<file path="src/rtl/linear_probe_hash_table_assert.svh">
// ----------------------------------------------------------------------------
// linear_probe_hash_table assertion macros
// Concurrent assertion helpers, compiled out when NO_ASSERTIONS is defined.
// ----------------------------------------------------------------------------
`ifndef LINEAR_PROBE_HASH_TABLE_ASSERT_SVH
`define LINEAR_PROBE_HASH_TABLE_ASSERT_SVH

`ifndef NO_ASSERTIONS

// same-cycle implication
`define LPHT_ASSERT_IMPLIES(label, clk, rst_n, ante, cons) \
  label: assert property (@(posedge clk) disable iff (!rst_n) (ante) |-> (cons)) \
    else $error("lpht assertion failed");

// next-cycle implication
`define LPHT_ASSERT_NEXT(label, clk, rst_n, ante, cons) \
  label: assert property (@(posedge clk) disable iff (!rst_n) (ante) |=> (cons)) \
    else $error("lpht assertion failed");

`else

`define LPHT_ASSERT_IMPLIES(label, clk, rst_n, ante, cons)
`define LPHT_ASSERT_NEXT(label, clk, rst_n, ante, cons)

`endif

`endif

</file>
<file path="src/rtl/lpht_pkg.sv">
// ----------------------------------------------------------------------------
// lpht_pkg
// Shared constants, codes and interface types of the linear probing hash table.
// ----------------------------------------------------------------------------
package lpht_pkg;

  localparam int TABLE_DEPTH = 16;
  localparam int KEY_WIDTH   = 31;

  localparam int IDX_W  = $clog2(TABLE_DEPTH);
  localparam int CNT_W  = $clog2(TABLE_DEPTH + 1);
  localparam int SIZE_W = 5;
  localparam int LOC_W  = 4;
  localparam int CMD_W  = 2;
  localparam int STAT_W = 2;
  localparam int CMP_W  = (CNT_W > SIZE_W) ? CNT_W : SIZE_W;

  // remainder unit: bits of the key consumed per cycle
  localparam int DIGITS    = 4;
  localparam int MOD_STEPS = (KEY_WIDTH + DIGITS - 1) / DIGITS;
  localparam int KEY_PAD   = MOD_STEPS * DIGITS;
  localparam int MCNT_W    = $clog2(MOD_STEPS + 1);

  localparam logic [CMD_W-1:0] CMD_INSERT = 2'd0;
  localparam logic [CMD_W-1:0] CMD_SEARCH = 2'd1;
  localparam logic [CMD_W-1:0] CMD_DELETE = 2'd2;

  typedef enum logic [STAT_W-1:0] {
    STAT_OK        = 2'd0,
    STAT_FULL      = 2'd1,
    STAT_NOT_FOUND = 2'd2,
    STAT_EMPTY     = 2'd3
  } status_t;

  typedef enum logic [1:0] {
    ST_IDLE,
    ST_MOD,
    ST_PROBE,
    ST_RESP
  } state_t;

  typedef struct packed {
    logic                 start;
    logic [KEY_WIDTH-1:0] key;
    logic [CNT_W-1:0]     size;
  } mod_req_t;

  typedef struct packed {
    logic             done;
    logic [IDX_W-1:0] rem;
  } mod_rsp_t;

  typedef struct packed {
    logic                 we;
    logic [IDX_W-1:0]     waddr;
    logic [KEY_WIDTH-1:0] wdata;
    logic                 re;
    logic [IDX_W-1:0]     raddr;
  } ram_req_t;

endpackage

</file>
<file path="src/rtl/linear_probe_hash_table.sv">
// Full, empty and unknown commands reply without the remainder unit or probing;
//   others take the home slot from the remainder unit, then probe one slot per cycle.
// One command at a time: in_stall is high from accept until the reply is loaded
//   into the output register, which waits while full and out_stall is high.
// Reset: synchronous, clears valid bits and occupancy at once, table_size to 16.
// ----------------------------------------------------------------------------
// linear_probe_hash_table
// Open-addressing hash table with linear probing: insert, search, delete.
// ----------------------------------------------------------------------------
`include "linear_probe_hash_table_assert.svh"

module linear_probe_hash_table (
  input  logic                          clk,
  input  logic                          rst_n,
  input  logic                          cfg_valid,
  output logic                          cfg_ready,
  input  logic [lpht_pkg::SIZE_W-1:0]   cfg_table_size,
  input  logic                          in_valid,
  output logic                          in_stall,
  input  logic [lpht_pkg::CMD_W-1:0]    in_command,
  input  logic [lpht_pkg::KEY_WIDTH-1:0] in_key,
  output logic                          out_valid,
  input  logic                          out_stall,
  output logic [lpht_pkg::STAT_W-1:0]   out_status,
  output logic [lpht_pkg::LOC_W-1:0]    out_location
);
  import lpht_pkg::*;

  state_t               state_r, state_nxt;
  logic [CMD_W-1:0]     cmd_r, cmd_nxt;
  logic [KEY_WIDTH-1:0] key_r, key_nxt;
  logic [SIZE_W-1:0]    tsize_r;
  logic [CNT_W-1:0]     occ_r, occ_nxt;
  logic [TABLE_DEPTH-1:0] valid_r, valid_nxt;
  logic [IDX_W-1:0]     pos_r, pos_nxt;
  logic [CNT_W-1:0]     issued_r, issued_nxt;
  logic                 pend_r, pend_nxt;
  logic [IDX_W-1:0]     pend_addr_r, pend_addr_nxt;
  status_t              res_status_r, res_status_nxt;
  logic [IDX_W-1:0]     res_loc_r, res_loc_nxt;
  logic                 out_valid_r, out_valid_nxt;
  status_t              out_status_r, out_status_nxt;
  logic [LOC_W-1:0]     out_loc_r, out_loc_nxt;

  logic [CNT_W-1:0]     eff;
  logic                 accept;
  logic                 out_free;
  logic                 quick;
  status_t              quick_status;
  logic [IDX_W-1:0]     wrap_pos;
  logic                 hit;
  logic                 ins_free;
  logic                 ins_last;
  logic                 scan_end;
  logic                 finish;

  mod_req_t             mod_req;
  mod_rsp_t             mod_rsp;
  ram_req_t             ram_req;
  logic [KEY_WIDTH-1:0] ram_rdata;

  lpht_mod_unit u_mod (
    .clk   (clk),
    .rst_n (rst_n),
    .req   (mod_req),
    .rsp   (mod_rsp)
  );

  lpht_key_ram u_ram (
    .clk   (clk),
    .req   (ram_req),
    .rdata (ram_rdata)
  );

  // effective size: zero acts as one, clipped to the depth
  always_comb begin
    if (tsize_r == '0) begin
      eff = CNT_W'(1);
    end else if (CMP_W'(tsize_r) > CMP_W'(TABLE_DEPTH)) begin
      eff = CNT_W'(TABLE_DEPTH);
    end else begin
      eff = CNT_W'(tsize_r);
    end
  end

  assign accept    = in_valid && !in_stall;
  assign out_free  = !out_valid_r || !out_stall;
  assign cfg_ready = 1'b1;

  // commands decided without probing
  always_comb begin
    quick        = 1'b0;
    quick_status = STAT_NOT_FOUND;
    case (in_command)
      CMD_INSERT: begin
        if (CMP_W'(occ_r) >= CMP_W'(eff)) begin
          quick        = 1'b1;
          quick_status = STAT_FULL;
        end
      end
      CMD_SEARCH: begin
        quick = 1'b0;
      end
      CMD_DELETE: begin
        if (occ_r == '0) begin
          quick        = 1'b1;
          quick_status = STAT_EMPTY;
        end
      end
      default: begin
        quick        = 1'b1;
        quick_status = STAT_NOT_FOUND;
      end
    endcase
  end

  // probe walk evaluation
  always_comb begin
    wrap_pos = (CNT_W'(pos_r) + CNT_W'(1) == eff) ? '0 : pos_r + 1'b1;
    hit      = pend_r && valid_r[pend_addr_r] && (ram_rdata == key_r);
    ins_free = !valid_r[pos_r];
    ins_last = (issued_r + CNT_W'(1) == eff);
    scan_end = (issued_r == eff);
    if (cmd_r == CMD_INSERT) begin
      finish = ins_free || ins_last;
    end else begin
      finish = hit || scan_end;
    end
  end

  // next state
  always_comb begin
    state_nxt = state_r;
    case (state_r)
      ST_IDLE: begin
        if (accept) begin
          state_nxt = quick ? ST_RESP : ST_MOD;
        end
      end
      ST_MOD: begin
        if (mod_rsp.done) begin
          state_nxt = ST_PROBE;
        end
      end
      ST_PROBE: begin
        if (finish) begin
          state_nxt = ST_RESP;
        end
      end
      ST_RESP: begin
        if (out_free) begin
          state_nxt = ST_IDLE;
        end
      end
      default: begin
        state_nxt = ST_IDLE;
      end
    endcase
  end

  // datapath and outputs
  always_comb begin
    cmd_nxt        = cmd_r;
    key_nxt        = key_r;
    occ_nxt        = occ_r;
    valid_nxt      = valid_r;
    pos_nxt        = pos_r;
    issued_nxt     = issued_r;
    pend_nxt       = 1'b0;
    pend_addr_nxt  = pend_addr_r;
    res_status_nxt = res_status_r;
    res_loc_nxt    = res_loc_r;
    out_valid_nxt  = out_valid_r && out_stall;
    out_status_nxt = out_status_r;
    out_loc_nxt    = out_loc_r;
    mod_req.start  = 1'b0;
    mod_req.key    = in_key;
    mod_req.size   = eff;
    ram_req.we     = 1'b0;
    ram_req.waddr  = pos_r;
    ram_req.wdata  = key_r;
    ram_req.re     = 1'b0;
    ram_req.raddr  = pos_r;

    case (state_r)
      ST_IDLE: begin
        if (accept) begin
          cmd_nxt        = in_command;
          key_nxt        = in_key;
          res_status_nxt = quick_status;
          res_loc_nxt    = '0;
          mod_req.start  = !quick;
        end
      end
      ST_MOD: begin
        pos_nxt    = mod_rsp.rem;
        issued_nxt = '0;
      end
      ST_PROBE: begin
        if (cmd_r == CMD_INSERT) begin
          if (ins_free) begin
            ram_req.we       = 1'b1;
            valid_nxt[pos_r] = 1'b1;
            occ_nxt          = occ_r + 1'b1;
            res_status_nxt   = STAT_OK;
            res_loc_nxt      = pos_r;
          end else if (ins_last) begin
            res_status_nxt = STAT_FULL;
            res_loc_nxt    = '0;
          end else begin
            pos_nxt    = wrap_pos;
            issued_nxt = issued_r + 1'b1;
          end
        end else begin
          if (hit) begin
            res_status_nxt = STAT_OK;
            res_loc_nxt    = pend_addr_r;
            if (cmd_r == CMD_DELETE) begin
              valid_nxt[pend_addr_r] = 1'b0;
              occ_nxt                = occ_r - 1'b1;
            end
          end else if (scan_end) begin
            res_status_nxt = STAT_NOT_FOUND;
            res_loc_nxt    = '0;
          end else begin
            // key read lands next cycle, compare then
            ram_req.re    = 1'b1;
            pend_nxt      = 1'b1;
            pend_addr_nxt = pos_r;
            pos_nxt       = wrap_pos;
            issued_nxt    = issued_r + 1'b1;
          end
        end
      end
      ST_RESP: begin
        if (out_free) begin
          out_valid_nxt  = 1'b1;
          out_status_nxt = res_status_r;
          out_loc_nxt    = LOC_W'(res_loc_r);
        end
      end
      default: begin
        pend_nxt = 1'b0;
      end
    endcase
  end

  always_ff @(posedge clk) begin
    if (!rst_n) begin
      state_r     <= ST_IDLE;
      tsize_r     <= SIZE_W'(TABLE_DEPTH);
      occ_r       <= '0;
      valid_r     <= '0;
      pend_r      <= 1'b0;
      out_valid_r <= 1'b0;
    end else begin
      state_r     <= state_nxt;
      occ_r       <= occ_nxt;
      valid_r     <= valid_nxt;
      pend_r      <= pend_nxt;
      out_valid_r <= out_valid_nxt;
      if (cfg_valid && cfg_ready) begin
        tsize_r <= cfg_table_size;
      end
    end
    cmd_r        <= cmd_nxt;
    key_r        <= key_nxt;
    pos_r        <= pos_nxt;
    issued_r     <= issued_nxt;
    pend_addr_r  <= pend_addr_nxt;
    res_status_r <= res_status_nxt;
    res_loc_r    <= res_loc_nxt;
    out_status_r <= out_status_nxt;
    out_loc_r    <= out_loc_nxt;
  end

  assign in_stall     = (state_r != ST_IDLE);
  assign out_valid    = out_valid_r;
  assign out_status   = out_status_r;
  assign out_location = out_loc_r;

  `LPHT_ASSERT_IMPLIES(a_occ_matches_valid, clk, rst_n, 1'b1, $countones(valid_r) == int'(occ_r))
  `LPHT_ASSERT_IMPLIES(a_home_in_range, clk, rst_n, mod_rsp.done, CNT_W'(mod_rsp.rem) < eff)
  `LPHT_ASSERT_IMPLIES(a_loc_zero_on_fail, clk, rst_n,
    out_valid_r && (out_status_r != STAT_OK), out_loc_r == '0)
  `LPHT_ASSERT_NEXT(a_insert_counts, clk, rst_n, ram_req.we, occ_r == $past(occ_r) + 1'b1)

endmodule

</file>
<file path="src/rtl/lpht_mod_unit.sv">
// ----------------------------------------------------------------------------
// lpht_mod_unit
// Multi-cycle remainder of key by table size, several key bits per cycle.
// ----------------------------------------------------------------------------
module lpht_mod_unit (
  input  logic               clk,
  input  logic               rst_n,
  input  lpht_pkg::mod_req_t req,
  output lpht_pkg::mod_rsp_t rsp
);
  import lpht_pkg::*;

  logic               busy_r, busy_nxt;
  logic               done_r, done_nxt;
  logic [MCNT_W-1:0]  cnt_r, cnt_nxt;
  logic [KEY_PAD-1:0] sh_r, sh_nxt;
  logic [CNT_W-1:0]   rem_r, rem_nxt;
  logic [CNT_W-1:0]   size_r, size_nxt;

  always_comb begin
    logic [CNT_W-1:0] r;
    logic [CNT_W:0]   t;
    busy_nxt = busy_r;
    done_nxt = 1'b0;
    cnt_nxt  = cnt_r;
    sh_nxt   = sh_r;
    rem_nxt  = rem_r;
    size_nxt = size_r;
    r        = rem_r;
    t        = '0;
    if (req.start) begin
      busy_nxt = 1'b1;
      cnt_nxt  = MCNT_W'(MOD_STEPS);
      sh_nxt   = KEY_PAD'(req.key);
      rem_nxt  = '0;
      size_nxt = req.size;
    end else if (busy_r) begin
      // restoring remainder, msb first
      for (int j = 0; j < DIGITS; j++) begin
        t = {r, sh_r[KEY_PAD-1-j]};
        if (t >= {1'b0, size_r}) begin
          t = t - {1'b0, size_r};
        end
        r = t[CNT_W-1:0];
      end
      rem_nxt = r;
      sh_nxt  = sh_r << DIGITS;
      cnt_nxt = cnt_r - 1'b1;
      if (cnt_r == MCNT_W'(1)) begin
        busy_nxt = 1'b0;
        done_nxt = 1'b1;
      end
    end
  end

  always_ff @(posedge clk) begin
    if (!rst_n) begin
      busy_r <= 1'b0;
      done_r <= 1'b0;
      cnt_r  <= '0;
    end else begin
      busy_r <= busy_nxt;
      done_r <= done_nxt;
      cnt_r  <= cnt_nxt;
    end
    sh_r   <= sh_nxt;
    rem_r  <= rem_nxt;
    size_r <= size_nxt;
  end

  assign rsp.done = done_r;
  assign rsp.rem  = rem_r[IDX_W-1:0];

endmodule

</file>
<file path="src/rtl/lpht_key_ram.sv">
// ----------------------------------------------------------------------------
// lpht_key_ram
// Slot key store: one write port, one read port, registered read data.
// ----------------------------------------------------------------------------
module lpht_key_ram (
  input  logic                           clk,
  input  lpht_pkg::ram_req_t             req,
  output logic [lpht_pkg::KEY_WIDTH-1:0] rdata
);
  import lpht_pkg::*;

  logic [KEY_WIDTH-1:0] mem [TABLE_DEPTH];
  logic [KEY_WIDTH-1:0] rdata_r;

  always_ff @(posedge clk) begin
    if (req.we) begin
      mem[req.waddr] <= req.wdata;
    end
    if (req.re) begin
      rdata_r <= mem[req.raddr];
    end
  end

  assign rdata = rdata_r;

endmodule

</file>
<file path="config.mk">
export PLATFORM = sky130hd
export DESIGN_NAME = linear_probe_hash_table
export DESIGN_NICKNAME = d
export VERILOG_FILES = /design/src/rtl/lpht_pkg.sv /design/src/rtl/linear_probe_hash_table.sv /design/src/rtl/lpht_mod_unit.sv /design/src/rtl/lpht_key_ram.sv
export VERILOG_INCLUDE_DIRS = /design/src /design/src/rtl
export SDC_FILE = /design/constraint.sdc
export NUM_CORES = 1
export LEC_CHECK = 0
export ABC_AREA = 1
export BUFFER_PORTS_ARGS = -buffer_cell sky130_fd_sc_hd__buf_2
export CAP_MARGIN = 10
export CORE_ASPECT_RATIO = 0.5
export CORE_MARGIN = 3
export CORE_UTILIZATION = 30
export DETAILED_ROUTE_END_ITERATION = 12
export PLACE_DENSITY = 0.45
export SYNTH_ARGS = -nofsm -noshare
export SYNTH_HDL_FRONTEND = slang
export SYNTH_HIERARCHICAL = 1
export SYNTH_SLANG_ARGS = --single-unit
export TNS_END_PERCENT = 100
</file>
<file path="constraint.sdc">
create_clock -name clk -period 6.45 [get_ports clk]
set_clock_uncertainty 0.15 [all_clocks]
set_input_delay 1.29 -clock clk [delete_from_list [all_inputs] [get_ports clk]]
set_output_delay 1.29 -clock clk [all_outputs]
set_load 0.05 [all_outputs]
</file>
==> flow_summary.json <==
{
  "grt_pass1_wl_um": 131000,
  "antenna_found_initial": 3,
  "yosysSeqAreaShare": 0.6310,
  "nNetsFinal": 3295,
  "drive_above_1_share": 0.08270,
  "cp.arrival_ns": 6.29,
  "cp_slowest_cell": "fa_2",
  "yosys.area.top_type_share": 0.6038,
  "grt_usage": 0.1629,
  "port_buffers": 50,
  "yosys.area.top_type": "edfxtp_1",
  "relSlewSlack": 0.1422,
  "std_cell_rows": 82,
  "ios": 52,
  "ys_async_sr_fraction": 0,
  "die_h_um": 232.9,
  "syn_avg_cell_area_um2": 9.761,
  "chipWidth_um": 459.8,
  "power.density_mw_per_mm2": 476.0,
  "clk_pin_slew_ns": 0.06,
  "synth_commonest_cells": "nand2_1, edfxtp_1, inv_1, nand3_1, nor2_1",
  "dieArea_mm2": 0.1071,
  "numPlacedInstances": 4472,
  "grt_start_max_net_pins": 156,
  "cts_root_buf": "clkbuf_16",
  "worstPathRequired_ns": 6.82,
  "nFillCells": 10180,
  "synth_most_common_cell": "nand2_1",
  "hold_slack_ns": 0.2717,
  "avgViaCountPerCell": 4.576,
  "ys_types": 49,
  "synthFlopType": "edfxtp_1",
  "pre_cts_ws_ns": 0.05101,
  "setup_ws_ns": 0.5244,
  "grt_pass1_vias": 20250,
  "htree_levels": 3,
  "dp_hpwl_um": 49690,
  "synth_nets": 3251,
  "final_hold_viol_count": 0,
  "setup_viol": 0,
  "status": "completed",
  "hold_path.class": "reg -> reg",
  "clk_path_buf_depth": 3,
  "slew_viol_final": 0,
  "final_area_mm2": 0.03481,
  "core_area_mm2": 0.1011,
  "clk_latency_ns": 0.64,
  "p_leak_nw": 14.69,
  "ant_nets": 0,
  "path_class": "reg -> reg",
  "initial_core_util": 0.3056,
  "end_kind": "flip-flop",
  "gr-total-overflow": 0,
  "cts-buffers-inserted": 70,
  "fmax_mhz": 168.8,
  "holdPathStages": 0,
  "wl_per_cell_um": 18.90,
  "syn_area_mm2": 0.03088,
  "synthCells": 3164,
  "fin_crit_ns": 5.926,
  "fin_crit_sh": 0.9187,
  "regArea_mm2": 0.01949,
  "drv_cap": 0,
  "worst_ir_drop_vdd_mv": 0.4032,
  "instances_no_fill": 4610,
  "cp_max_fo": 6,
  "synth-seq-cells": 663,
  "multiInputGateArea_mm2": 0.008607,
  "synth-edff-count": 621,
  "firstDrtPassIters": 5,
  "cts_tree": "done",
  "fin_util": 0.3444,
  "yosysWarnings": 6,
  "worst_slew_pin_slew_ns": 1.287,
  "critPathLaunchType": "flip-flop",
  "syn2layout_area_growth_pct": 12.70,
  "r2r_cells": 37,
  "vias": 21100,
  "place_congestion": 0.8128,
  "cpPeakStageDelay_ns": 0.43,
  "clock-sinks": 663,
  "drt_wl_total_um": 87110,
  "crit_top_cell": "nand2_1",
  "yosys-top-cells-area": "edfxtp_1, nand2_1, nand3_1",
  "placed_area_mm2": 0.03244,
  "initialDrtViolationCount": 1645,
  "drc": 0
}
sequential cells by signal (all words and copies together), names as in the netlist, 5 cells and up:
signal,cells
u_ram/mem,496
u_mod/sh_r,32
u_mod/rem_r,5
key_r,31
u_mod/size_r,5
u_ram/rdata,31
valid_r,16
tsize_r,5
occ_r,5
issued_r,5
placed cells by master (no fill, tap or decap), drive strengths merged, types with 5 or more instances in the layout:
| cell | n |
|---|---|
| nand3 | 454 |
| xnor2 | 25 |
| edfxtp | 621 |
| clkbuf | 92 |
| nand4 | 10 |
| a21oi | 45 |
| clkinv | 32 |
| xor2 | 9 |
| nand2 | 1052 |
| buf | 104 |
| dfxtp | 42 |
| fa | 5 |
| nor2 | 92 |
| inv | 544 |
| bufinv | 7 |
| ha | 39 |
| o21ai | 64 |
per-layer routing:
| layer | track usage | share of wire |
|---|---|---|
| met4 | 0.03359 | 0.016 |
| met1 | 0.2394 | 0.49 |
| met3 | 0.02716 | 0.050 |
| met5 | 0 | 0 |
| met2 | 0.2519 | 0.44 |
logic make-up (layout without fill, tap and decap cells):
kind of cell | count (synthesis) | count (layout) | share of synthesized area
and+or+nand+nor | 1619 | 1619 | 0.2234
buffers and inverters | 679 | 780 | 0.09512
DFF | 663 | 663 | 0.6310
AOI/OAI and AO/OA | 124 | 124 | 0.02163
adders and majority gates | 44 | 44 | 0.01904
xor gates and xnor gates | 34 | 34 | 0.009642
other | 1 | 2 | 0.0001214
cell type report:
| class | instances | share of cell area |
|---|---|---|
| tap | 1344 | 0.04831 |
| clock buffer | 92 | 0.05482 |
| multi-input combinational | 1822 | 0.2473 |
| antenna | 1 | 0.00007189 |
| sequential | 663 | 0.5599 |
| inverter | 547 | 0.05942 |
| timing repair buffer | 104 | 0.01955 |
| clock inverter | 37 | 0.01068 |
metrics by stage:
step / power, W / TNS (ns)
3_5_place_dp: 0.01247 / 0
4_1_cts: 0.01662 / 0
2_1_floorplan: 0.01061 / 0
6_report: 0.01657 / 0
5_1_grt: 0.01772 / -0.01128
3_3_place_gp: 0.01244 / 0
worst max-delay path, delay by kind of cell (launching register included):
kind	cells	cell delay, ns
adder cells (fa/ha/maj)	4	1.44
buffers and inverters	8	0.73
AND/OR/NAND/NOR	18	1.94
flip-flops	1	0.42
AO/OA/AOI/OAI	7	1.14
power by group:
part / switching [W] / leakage, nW / internal (W)
clock network: 0.00172 / 1.12 / 0.00237
logic: 0.00462 / 7.60 / 0.00214
registers: 0.000352 / 5.98 / 0.00537
path summary, 6_finish.rpt:
kind | end | startpoint | slack (ns)
hold reg to reg | out_status[1]$_DFFE_PP_ | res_status_r[1]$_DFFE_PP_ | 0.27
setup / recovery | u_mod/rem_r[2]$_SDFFE_PP0P_ | u_mod/size_r[1]$_DFFE_PP_ | 0.52
setup reg to reg | u_mod/rem_r[2]$_SDFFE_PP0P_ | u_mod/size_r[1]$_DFFE_PP_ | 0.52
hold / removal | out_status[1]$_DFFE_PP_ | res_status_r[1]$_DFFE_PP_ | 0.27
timing repair:
item / 4_1_cts / 5_1_grt
buffers inserted: 0 / 8
hold buffers: 0 / 0
setup endpoints to repair: 0 / 5
resized for setup: 0 / 7
Power figures use the tool's default switching activity.
